$ cat src/rtl/llfb_pkg.sv
// Shared constants, codes and interface types for the light level filter block.
// No dependencies.
package llfb_pkg;

  localparam int NUM_SENSORS = 8;
  localparam int SAMPLE_BITS = 12;
  localparam int IDX_W       = 3;
  localparam int ACC_W       = SAMPLE_BITS + 8;
  localparam int LEVEL_W     = SAMPLE_BITS + 1;
  localparam int PCT_W       = 7;
  localparam int ALPHA_W     = 9;
  localparam int CNT_W       = 4;
  localparam int MASK_W      = 8;
  localparam int PROD_W      = ALPHA_W + ACC_W;
  localparam int SUM_W       = PROD_W + 1;
  localparam int NUM_W       = SAMPLE_BITS + PCT_W;
  localparam int DVS_W       = LEVEL_W + PCT_W;
  localparam int ADDR_W      = 5;

  localparam logic [PCT_W-1:0]   PCT_MAX   = 7'd100;
  localparam logic [ALPHA_W-1:0] ALPHA_ONE = 9'd256;

  localparam logic [1:0] OP_INIT       = 2'd0;
  localparam logic [1:0] OP_SAMPLE     = 2'd1;
  localparam logic [1:0] OP_CAP_DARK   = 2'd2;
  localparam logic [1:0] OP_CAP_BRIGHT = 2'd3;

  localparam logic [2:0] REG_ALPHA    = 3'd0;
  localparam logic [2:0] REG_BTN_ON   = 3'd1;
  localparam logic [2:0] REG_BTN_OFF  = 3'd2;
  localparam logic [2:0] REG_BTN_MASK = 3'd3;
  localparam logic [2:0] REG_COUNT    = 3'd4;

  typedef struct packed {
    logic [ALPHA_W-1:0] alpha;
    logic [PCT_W-1:0]   btn_on;
    logic [PCT_W-1:0]   btn_off;
    logic [MASK_W-1:0]  btn_mask;
    logic [CNT_W-1:0]   count;
  } cfg_t;

  typedef struct packed {
    logic accept;
    logic mul_a;
    logic mul_b;
    logic prep;
    logic div_chk;
    logic div_step;
    logic finish;
  } cmd_t;

  typedef struct packed {
    logic is_sample;
    logic out_free;
  } sts_t;

  typedef struct packed {
    logic [IDX_W-1:0]       idx;
    logic [SAMPLE_BITS-1:0] filt;
    logic [PCT_W-1:0]       pct;
    logic                   btn;
    logic [LEVEL_W-1:0]     dark;
    logic [LEVEL_W-1:0]     bright;
    logic                   err;
  } res_t;

  // (acc + 0.5 LSB) >> 8, round half up
  function automatic logic [SAMPLE_BITS-1:0] round_level(input logic [ACC_W-1:0] acc);
    logic [ACC_W:0] s;
    s = {1'b0, acc} + (ACC_W+1)'(128);
    return s[ACC_W-1:8];
  endfunction

endpackage

$ cat src/rtl/llfb_ctrl.sv
// Sequencer for the light level filter: multiply, prepare, divide, write back.
// Depends on llfb_pkg.
module llfb_ctrl (
  input  logic           clk_i,
  input  logic           rst_ni,
  input  logic           in_valid_i,
  output logic           in_ready_o,
  input  llfb_pkg::sts_t sts_i,
  output llfb_pkg::cmd_t cmd_o
);
  import llfb_pkg::*;

  localparam logic [2:0] S_IDLE  = 3'd0;
  localparam logic [2:0] S_MULA  = 3'd1;
  localparam logic [2:0] S_MULB  = 3'd2;
  localparam logic [2:0] S_PREP  = 3'd3;
  localparam logic [2:0] S_DCHK  = 3'd4;
  localparam logic [2:0] S_DSTEP = 3'd5;
  localparam logic [2:0] S_FIN   = 3'd6;

  localparam logic [2:0] LAST_STEP = 3'(PCT_W - 1);

  logic [2:0] state_q, state_d;
  logic [2:0] step_q, step_d;

  always_comb begin
    state_d    = state_q;
    step_d     = step_q;
    cmd_o      = '0;
    in_ready_o = 1'b0;
    case (state_q)
      S_IDLE: begin
        in_ready_o = 1'b1;
        if (in_valid_i) begin
          cmd_o.accept = 1'b1;
          state_d      = S_MULA;
        end
      end
      S_MULA: begin
        if (sts_i.is_sample) begin
          cmd_o.mul_a = 1'b1;
          state_d     = S_MULB;
        end else begin
          state_d = S_FIN;
        end
      end
      S_MULB: begin
        cmd_o.mul_b = 1'b1;
        state_d     = S_PREP;
      end
      S_PREP: begin
        cmd_o.prep = 1'b1;
        state_d    = S_DCHK;
      end
      S_DCHK: begin
        cmd_o.div_chk = 1'b1;
        step_d        = '0;
        state_d       = S_DSTEP;
      end
      S_DSTEP: begin
        cmd_o.div_step = 1'b1;
        step_d         = step_q + 3'd1;
        if (step_q == LAST_STEP) begin
          state_d = S_FIN;
        end
      end
      S_FIN: begin
        if (sts_i.out_free) begin
          cmd_o.finish = 1'b1;
          state_d      = S_IDLE;
        end
      end
      default: begin
        state_d = S_IDLE;
      end
    endcase
  end

  always_ff @(posedge clk_i or negedge rst_ni) begin
    if (!rst_ni) begin
      state_q <= S_IDLE;
      step_q  <= '0;
    end else begin
      state_q <= state_d;
      step_q  <= step_d;
    end
  end

endmodule

$ cat src/rtl/llfb_dpath.sv
// Datapath: per-channel state, shared multiplier, serial divider, result register.
// Depends on llfb_pkg; driven by llfb_ctrl commands.
module llfb_dpath (
  input  logic                             clk_i,
  input  logic                             rst_ni,
  input  llfb_pkg::cfg_t                   cfg_i,
  input  llfb_pkg::cmd_t                   cmd_i,
  output llfb_pkg::sts_t                   sts_o,
  input  logic [1:0]                       operation_i,
  input  logic [llfb_pkg::IDX_W-1:0]       sensor_index_i,
  input  logic [llfb_pkg::SAMPLE_BITS-1:0] raw_sample_i,
  input  logic                             out_ready_i,
  output logic                             out_valid_o,
  output llfb_pkg::res_t                   res_o
);
  import llfb_pkg::*;

  logic [1:0]             op_q;
  logic [IDX_W-1:0]       idx_q;
  logic [SAMPLE_BITS-1:0] raw_q;
  logic                   err_q;

  logic [ACC_W-1:0]   acc_q    [NUM_SENSORS];
  logic [PCT_W-1:0]   pct_q    [NUM_SENSORS];
  logic [LEVEL_W-1:0] dark_q   [NUM_SENSORS];
  logic [LEVEL_W-1:0] bright_q [NUM_SENSORS];
  logic               btn_q    [NUM_SENSORS];

  logic [SUM_W-1:0]   sum_q;
  logic [NUM_W-1:0]   rem_q;
  logic [DVS_W-1:0]   dvs_q;
  logic [PCT_W-1:0]   quo_q;
  logic               sat_q;
  logic               out_valid_q;
  res_t               res_q, res_d;

  // multiplier operands
  logic [ALPHA_W-1:0] a_eff;
  logic [ALPHA_W-1:0] mul_x;
  logic [ACC_W-1:0]   mul_y;
  logic [PROD_W-1:0]  prod;

  assign a_eff = (cfg_i.alpha > ALPHA_ONE) ? ALPHA_ONE : cfg_i.alpha;
  assign mul_x = cmd_i.mul_b ? (ALPHA_ONE - a_eff) : a_eff;
  assign mul_y = cmd_i.mul_b ? acc_q[idx_q] : {raw_q, 8'd0};
  assign prod  = PROD_W'(mul_x) * PROD_W'(mul_y);

  // percentage setup
  logic [ACC_W-1:0]       acc_new;
  logic [SAMPLE_BITS-1:0] filt_new;
  logic [LEVEL_W:0]       diff;
  logic [LEVEL_W:0]       span;
  logic [LEVEL_W-1:0]     denom;
  logic [NUM_W:0]         num_full;
  logic                   num_pos;

  assign acc_new  = sum_q[ACC_W+7:8];
  assign filt_new = round_level(acc_new);
  assign diff     = {2'b00, filt_new} - {1'b0, dark_q[idx_q]};
  assign span     = {1'b0, bright_q[idx_q]} - {1'b0, dark_q[idx_q]};
  assign num_pos  = !diff[LEVEL_W] && (diff != '0);
  assign denom    = (span[LEVEL_W] || span == '0) ? LEVEL_W'(1) : span[LEVEL_W-1:0];
  assign num_full = (NUM_W+1)'(diff[SAMPLE_BITS-1:0]) * (NUM_W+1)'(PCT_MAX);

  logic div_ge;
  assign div_ge = {1'b0, rem_q} >= dvs_q;

  // write-back values
  logic [SAMPLE_BITS-1:0] filt_cur;
  logic [PCT_W-1:0]       pct_fin;
  logic [ACC_W-1:0]       acc_w;
  logic [LEVEL_W-1:0]     dark_w, bright_w;
  logic [PCT_W-1:0]       pct_w;
  logic                   btn_w, btn_cur;
  logic                   do_write;

  assign filt_cur = round_level(acc_q[idx_q]);
  assign pct_fin  = (sat_q || quo_q > PCT_MAX) ? PCT_MAX : quo_q;
  assign btn_cur  = btn_q[idx_q];
  assign do_write = cmd_i.finish && !err_q;

  always_comb begin
    acc_w    = acc_q[idx_q];
    dark_w   = dark_q[idx_q];
    bright_w = bright_q[idx_q];
    pct_w    = pct_q[idx_q];
    btn_w    = btn_cur;
    case (op_q)
      OP_INIT: begin
        acc_w    = {raw_q, 8'd0};
        dark_w   = {1'b0, raw_q};
        bright_w = {1'b0, raw_q} + LEVEL_W'(PCT_MAX);
      end
      OP_SAMPLE: begin
        pct_w = pct_fin;
        if (cfg_i.btn_mask[idx_q]) begin
          if (!btn_cur && pct_fin >= cfg_i.btn_on) begin
            btn_w = 1'b1;
          end else if (btn_cur && pct_fin <= cfg_i.btn_off) begin
            btn_w = 1'b0;
          end
        end
      end
      OP_CAP_DARK: begin
        dark_w = {1'b0, filt_cur};
      end
      OP_CAP_BRIGHT: begin
        bright_w = {1'b0, filt_cur};
      end
      default: begin
        acc_w = acc_q[idx_q];
      end
    endcase
  end

  // item registers
  always_ff @(posedge clk_i) begin
    if (cmd_i.accept) begin
      op_q  <= operation_i;
      idx_q <= sensor_index_i;
      raw_q <= raw_sample_i;
      err_q <= {1'b0, sensor_index_i} >= cfg_i.count;
    end
  end

  // multiply-accumulate and serial divider
  always_ff @(posedge clk_i) begin
    if (cmd_i.mul_a) begin
      sum_q <= SUM_W'(prod) + SUM_W'(128);
    end else if (cmd_i.mul_b) begin
      sum_q <= sum_q + SUM_W'(prod);
    end
    if (cmd_i.prep) begin
      rem_q <= num_pos ? num_full[NUM_W-1:0] : '0;
      dvs_q <= {denom, {PCT_W{1'b0}}};
    end else if (cmd_i.div_chk) begin
      sat_q <= div_ge;
      quo_q <= '0;
      dvs_q <= dvs_q >> 1;
    end else if (cmd_i.div_step) begin
      if (div_ge) begin
        rem_q <= rem_q - dvs_q[NUM_W-1:0];
      end
      quo_q <= {quo_q[PCT_W-2:0], div_ge};
      dvs_q <= dvs_q >> 1;
    end
  end

  // per-channel state
  always_ff @(posedge clk_i or negedge rst_ni) begin
    if (!rst_ni) begin
      for (int i = 0; i < NUM_SENSORS; i++) begin
        acc_q[i]    <= '0;
        pct_q[i]    <= '0;
        dark_q[i]   <= '0;
        bright_q[i] <= '0;
        btn_q[i]    <= 1'b0;
      end
    end else begin
      if (cmd_i.prep) begin
        acc_q[idx_q] <= acc_new;
      end else if (do_write) begin
        acc_q[idx_q]    <= acc_w;
        pct_q[idx_q]    <= pct_w;
        dark_q[idx_q]   <= dark_w;
        bright_q[idx_q] <= bright_w;
        btn_q[idx_q]    <= btn_w;
      end
    end
  end

  // result register
  always_ff @(posedge clk_i or negedge rst_ni) begin
    if (!rst_ni) begin
      out_valid_q <= 1'b0;
    end else if (cmd_i.finish) begin
      out_valid_q <= 1'b1;
    end else if (out_ready_i) begin
      out_valid_q <= 1'b0;
    end
  end

  always_comb begin
    res_d     = '0;
    res_d.idx = idx_q;
    res_d.err = err_q;
    if (!err_q) begin
      res_d.filt   = round_level(acc_w);
      res_d.pct    = pct_w;
      res_d.btn    = btn_w;
      res_d.dark   = dark_w;
      res_d.bright = bright_w;
    end
  end

  always_ff @(posedge clk_i) begin
    if (cmd_i.finish) begin
      res_q <= res_d;
    end
  end

  assign sts_o.is_sample = !err_q && (op_q == OP_SAMPLE);
  assign sts_o.out_free  = !out_valid_q || out_ready_i;
  assign out_valid_o     = out_valid_q;
  assign res_o           = res_q;

endmodule

$ cat src/rtl/light_level_filter_and_button.sv
// Light level filter and virtual button: top level with configuration registers.
// Depends on llfb_pkg, llfb_ctrl and llfb_dpath.
//
// Usage: one request on the input channel (operation, sensor_index, raw_sample)
// gives one result on the output channel for the addressed channel. Both use
// valid/ready. Registers sit on the APB port at 4*index; the user must write
// them only while the block is idle; the block itself does not enforce this.
// A sample forms the alpha and (1 - alpha) products in turn on the shared 9x20
// multiplier, then runs a setup step, one saturation check and seven restoring
// divider steps, then write-back; init, capture and out-of-range requests go
// straight to write-back. A new request is accepted in the cycle after the
// result is loaded, so the block takes one request at a time.
// The result register holds one result; while the receiver stalls, the next
// request is still accepted and processed, then held in write-back until the
// result register frees.
// Reset clears all channel state to zero and loads the register defaults.
module light_level_filter_and_button (
  input  logic                             clk_i,
  input  logic                             rst_ni,
  input  logic                             in_valid_i,
  output logic                             in_ready_o,
  input  logic [1:0]                       operation_i,
  input  logic [llfb_pkg::IDX_W-1:0]       sensor_index_i,
  input  logic [llfb_pkg::SAMPLE_BITS-1:0] raw_sample_i,
  output logic                             out_valid_o,
  input  logic                             out_ready_i,
  output logic [llfb_pkg::IDX_W-1:0]       sensor_index_out_o,
  output logic [llfb_pkg::SAMPLE_BITS-1:0] filtered_level_o,
  output logic [llfb_pkg::PCT_W-1:0]       percent_o,
  output logic                             button_on_o,
  output logic [llfb_pkg::LEVEL_W-1:0]     dark_level_out_o,
  output logic [llfb_pkg::LEVEL_W-1:0]     bright_level_out_o,
  output logic                             index_error_o,
  input  logic                             psel,
  input  logic                             penable,
  input  logic                             pwrite,
  input  logic [llfb_pkg::ADDR_W-1:0]      paddr,
  input  logic [31:0]                      pwdata,
  output logic [31:0]                      prdata,
  output logic                             pready
);
  import llfb_pkg::*;

  cfg_t cfg_q;
  cmd_t cmd;
  sts_t sts;
  res_t res;

  logic       reg_wr;
  logic [2:0] reg_sel;

  assign pready  = 1'b1;
  assign reg_wr  = psel && penable && pwrite && pready;
  assign reg_sel = paddr[4:2];

  always_ff @(posedge clk_i or negedge rst_ni) begin
    if (!rst_ni) begin
      cfg_q.alpha    <= 9'd26;
      cfg_q.btn_on   <= 7'd60;
      cfg_q.btn_off  <= 7'd40;
      cfg_q.btn_mask <= '0;
      cfg_q.count    <= '0;
    end else if (reg_wr) begin
      case (reg_sel)
        REG_ALPHA:    cfg_q.alpha    <= pwdata[ALPHA_W-1:0];
        REG_BTN_ON:   cfg_q.btn_on   <= pwdata[PCT_W-1:0];
        REG_BTN_OFF:  cfg_q.btn_off  <= pwdata[PCT_W-1:0];
        REG_BTN_MASK: cfg_q.btn_mask <= pwdata[MASK_W-1:0];
        REG_COUNT:    cfg_q.count    <= pwdata[CNT_W-1:0];
        default: begin
        end
      endcase
    end
  end

  always_comb begin
    case (reg_sel)
      REG_ALPHA:    prdata = 32'(cfg_q.alpha);
      REG_BTN_ON:   prdata = 32'(cfg_q.btn_on);
      REG_BTN_OFF:  prdata = 32'(cfg_q.btn_off);
      REG_BTN_MASK: prdata = 32'(cfg_q.btn_mask);
      REG_COUNT:    prdata = 32'(cfg_q.count);
      default:      prdata = '0;
    endcase
  end

  llfb_ctrl u_ctrl (
    .clk_i      (clk_i),
    .rst_ni     (rst_ni),
    .in_valid_i (in_valid_i),
    .in_ready_o (in_ready_o),
    .sts_i      (sts),
    .cmd_o      (cmd)
  );

  llfb_dpath u_dpath (
    .clk_i          (clk_i),
    .rst_ni         (rst_ni),
    .cfg_i          (cfg_q),
    .cmd_i          (cmd),
    .sts_o          (sts),
    .operation_i    (operation_i),
    .sensor_index_i (sensor_index_i),
    .raw_sample_i   (raw_sample_i),
    .out_ready_i    (out_ready_i),
    .out_valid_o    (out_valid_o),
    .res_o          (res)
  );

  assign sensor_index_out_o = res.idx;
  assign filtered_level_o   = res.filt;
  assign percent_o          = res.pct;
  assign button_on_o        = res.btn;
  assign dark_level_out_o   = res.dark;
  assign bright_level_out_o = res.bright;
  assign index_error_o      = res.err;

  a_err_clean: assert property (@(posedge clk_i) disable iff (!rst_ni)
    (out_valid_o && index_error_o) |-> (filtered_level_o == '0 && percent_o == '0 &&
      !button_on_o && dark_level_out_o == '0 && bright_level_out_o == '0))
    else $error("out-of-range result carries channel data");

  a_pct_range: assert property (@(posedge clk_i) disable iff (!rst_ni)
    out_valid_o |-> (percent_o <= PCT_MAX))
    else $error("percentage above 100");

  a_one_at_a_time: assert property (@(posedge clk_i) disable iff (!rst_ni)
    (in_valid_i && in_ready_o) |=> !in_ready_o)
    else $error("request accepted while busy");

  a_no_drop: assert property (@(posedge clk_i) disable iff (!rst_ni)
    (out_valid_o && !out_ready_i) |=> (out_valid_o && $stable(sensor_index_out_o)))
    else $error("stalled result lost");

endmodule
$ cat config.mk
export PLATFORM = sky130hd
export DESIGN_NAME = light_level_filter_and_button
export DESIGN_NICKNAME = d
export VERILOG_FILES = /design/src/rtl/llfb_pkg.sv /design/src/rtl/llfb_ctrl.sv /design/src/rtl/llfb_dpath.sv /design/src/rtl/light_level_filter_and_button.sv
export SDC_FILE = /design/constraint.sdc
export NUM_CORES = 2
export LEC_CHECK = 0
export BUFFER_PORTS_ARGS = -buffer_cell sky130_fd_sc_hd__buf_2
export CORE_UTILIZATION = 60
export DETAILED_ROUTE_END_ITERATION = 8
export GPL_TIMING_DRIVEN = 0
export MAX_ROUTING_LAYER = met4
export PLACE_DENSITY = 0.82
export SLEW_MARGIN = 20
export SYNTH_ARGS = -nofsm -noshare
export SYNTH_HDL_FRONTEND = slang
export SYNTH_SLANG_ARGS = --single-unit
$ cat constraint.sdc
create_clock -name clk_i -period 10.7 [get_ports clk_i]
set_input_delay 1.07 -clock clk_i [delete_from_list [all_inputs] [get_ports clk_i]]
set_output_delay 1.07 -clock clk_i [all_outputs]
set_load 0.01 [all_outputs]
==> results_dict.tcl <==
set metrics [dict create \
    synth_top_family_by_area "simple AND/OR/NAND/NOR gates" \
    synthSimpleGateAreaFrac 0.160 \
    arrival_ns 10.80 \
    final_max_slew_viol_count 0 \
    pwr-share-seq 0.238 \
    worst_slew_margin_rel 0.149 \
    tritoncts "done" \
    synthAdderAreaFrac 0.135 \
    holdCritPathClass "in2async" \
    drt-pass1-iter-count 8 \
    io_pins 146 \
    grt_max_degree 103 \
    fp.dieH_microns 256 \
    synth.area.mux_share 0.0419 \
    synth_edf_count 136 \
    p_leak_nw 19.9 \
    nets 4716 \
    final_area_sq_mm 0.0430 \
    crit_required_ns 11.09 \
    layout_worst_path_cycle_share 0.973 \
    core-area_sq_mm 0.0633 \
    p_int_mw 7.98 \
    overflow 0 \
    finalClockSkew_ns 0.0373 \
    start_util 0.609 \
    yosys_most_used_dff "dfrtp_1" \
    synth-compound-area-share 0.156 \
    num_vias 33400 \
    die_w_microns 256 \
    ys_top_cells_by_area "dfrtp_1 (30%), edfxtp_1 (11%), nand2_1 (7.9%)" \
    clkSlewWorstSetupHoldPaths_ns 0.07 \
    p_per_area_mw_per_mm2 334 \
    cp-end-kind "flop" \
    slowest_delay_ns 0.58 \
    worst_slew_pin_slew_ns 1.28 \
    status "finished clean" \
    worstPathMaxFanout 10 \
    clock_sinks 617 \
    io_buffers 94 \
    drive_gt1_frac 0.0980 \
    rows 92 \
    ir_drop_mv 0.460 \
    synth_xor_area_frac 0.0359 \
    comb_power_share 0.591 \
    cts-buffers-inserted 67 \
    routedWlPerCell_microns 23.9 \
    synth_top_area_cell "dfrtp_1" \
    synthArstFlopShare 0.768 \
    via_per_inst 6.40 \
    clk_latency_ns 0.64 \
    crit_type "reg2reg" \
    cts_root_buffer "clkbuf_16" \
    syn_avg_cell_area_sq_um 9.36 \
    fmax_ghz 0.0960 \
    grt_use_total 0.395 \
    netlist_instances 4119 \
    drt_iter0_markers 4603 \
    finalWirelength_microns 125000 \
    p_sw_mw 6.39 \
    netlist_area_sq_mm 0.0386 \
    grt_setup_unrepaired "false" \
    synth_commonest_cells "nand2_1 (811), dfrtp_1 (465), o21ai_0 (388)" \
    ys_ff_latch 617 \
    hold_viol_final 0 \
    drtAntennaViolNets 0 \
    synth.distinct_cells 92 \
    fin_crit_ns 10.41 \
    hpwl_microns 90300 \
    grt_pass1_vias 32700 \
    p_clk_frac 0.171 \
    syn2layout_area_growth_pct 11.4 \
    drc_errors 0 \
    dieArea_sq_mm 0.0653 \
    critPathSlowestCell "edfxtp_1" \
    holdBufCountCts 0 \
    yosysMostFrequentCell "nand2_1" \
    dpl_cell_area_sq_mm 0.0405 \
    synth_top_area_share 0.302 \
    setup_viol 0 \
    gp_congestion 1.02 \
    power.total_mw 14.4 \
    antenna_found_initial 2 \
    grt_pass1_wl_microns 192000 \
    start_kind "flop" \
    cts_max_level 3 \
    maxCapViolCount 0 \
    yosysWarningCount 0 \
    swShare 0.445 \
    seq_area_frac_synth 0.417 \
    clk_path_buf_depth 3 \
]
-- area by class of cell --
| type | count | area [sq um] |
|---|---|---|
| Antenna cell | 3 | 7.51 |
| Buffer | 226 | 1060 |
| Clock buffer | 94 | 1960 |
| Clock inverter | 29 | 373 |
| Fill cell | 4872 | 20400 |
| Inverter | 281 | 1050 |
| Multi-Input combinational cell | 3016 | 20600 |
| Sequential cell | 617 | 16100 |
| Tap cell | 846 | 1060 |
| Timing Repair Buffer | 113 | 757 |
-- flip-flops by register name, summed over array words and instances, names as in the netlist, 7 cells and up --
name,cells
u_dpath.quo_q,7
u_dpath.rem_q,19
u_dpath.acc_q,160
u_dpath.dark_q,104
cfg_q,35
u_dpath.dvs_q,20
u_dpath.bright_q,104
u_dpath.btn_q,8
u_dpath.raw_q,12
u_dpath.pct_q,56
u_dpath.sum_q,28
u_dpath.res_o,50
-- layer usage --
layer	vias up	wire length [microns]	track usage
li1	14500	-	-
met1	16200	47100	0.503
met2	2206	54700	0.579
met3	520	14700	0.0931
met4	0	8620	0.226
met5	-	0	-
-- critical path: cells and delay by family (launching register included) --
family	cells	cell delay, ns
mux	2	0.55
buf+inv	8	1.57
fa+ha+maj	6	2.92
xor+xnor	2	0.30
flops	1	0.58
simple gates	8	2.15
compound gates	9	2.08
-- stage by stage --
stage               utilization  instances  TNS, ns  setup slack [ns]  hold slack, ns
finish                    0.678       5225        0             0.287           0.359
CTS                       0.677       5215        0            0.0755           0.362
global placement          0.635       5081  -405.70            -0.930           0.454
detailed placement        0.639       5093    -1.19            -0.570           0.463
global route              0.678       5223        0            0.0138           0.385
floorplan                     -       4141        0              2.21           0.441
-- power groups by stage --
stage	registers, mW	clock network, mW	logic [mW]
3_5_place_dp	3.43	0	8.24
3_3_place_gp	3.42	0	7.98
4_1_cts	3.40	2.45	8.35
5_1_grt	3.45	2.54	9.41
2_1_floorplan	3.33	0	6.29
6_report	3.42	2.46	8.49
-- placed cells by master, fill, tap and decap left out, types with 24 or more instances in the layout --
master / instances
nand2_1: 810
dfrtp_1: 465
o21ai_0: 385
inv_1: 278
nor2_1: 266
ha_1: 196
clkbuf_1: 163
fa_1: 137
edfxtp_1: 136
a22oi_1: 123
a21oi_1: 121
buf_2: 106
xnor2_1: 98
nand3_1: 75
clkbuf_16: 70
mux2_2: 65
nor2b_1: 56
nand2b_1: 52
xor2_1: 51
mux2i_1: 47
a21o_1: 43
buf_4: 42
a22o_1: 39
a221oi_1: 35
nor3_1: 31
and3_1: 27
nand4_1: 24
o21ai_1: 24
conb_1: 24
-- final timing paths --
check	from	to	slack, ns	cells after the start
hold reg to reg	u_dpath.pct_q[38]	u_dpath.pct_q[38]	0.48	2
hold / removal	rst_ni	u_dpath.acc_q[103]	0.36	1
max in group asynchronous	rst_ni	u_dpath.dark_q[84]	9.04	3
setup reg to reg	u_dpath.idx_q[1]	u_dpath.sum_q[27]	0.29	35
min in group clk_i	u_dpath.pct_q[38]	u_dpath.pct_q[38]	0.48	2
setup / recovery	u_dpath.idx_q[1]	u_dpath.sum_q[27]	0.29	35
-- what timing repair did --
action / 4_1_cts / 5_1_grt
buffers inserted: 0 / 7
resized for setup: 18 / 31
setup endpoints to repair: 8 / 7
pin swaps: 0 / 4
-- cells by family (layout without fill, tap and decap cells) --
group                      after synthesis  after routing
and+or+nand+nor                       1428           1428
AOI/OAI and AO/OA                      946            946
DFF                                    617            617
buffers and inverters                  508            743
adders and majority gates              333            333
xor gates and xnor gates               154            154
muxes                                  131            131
other                                    2             27
Note: power is estimated with default switching activity, not from simulation.
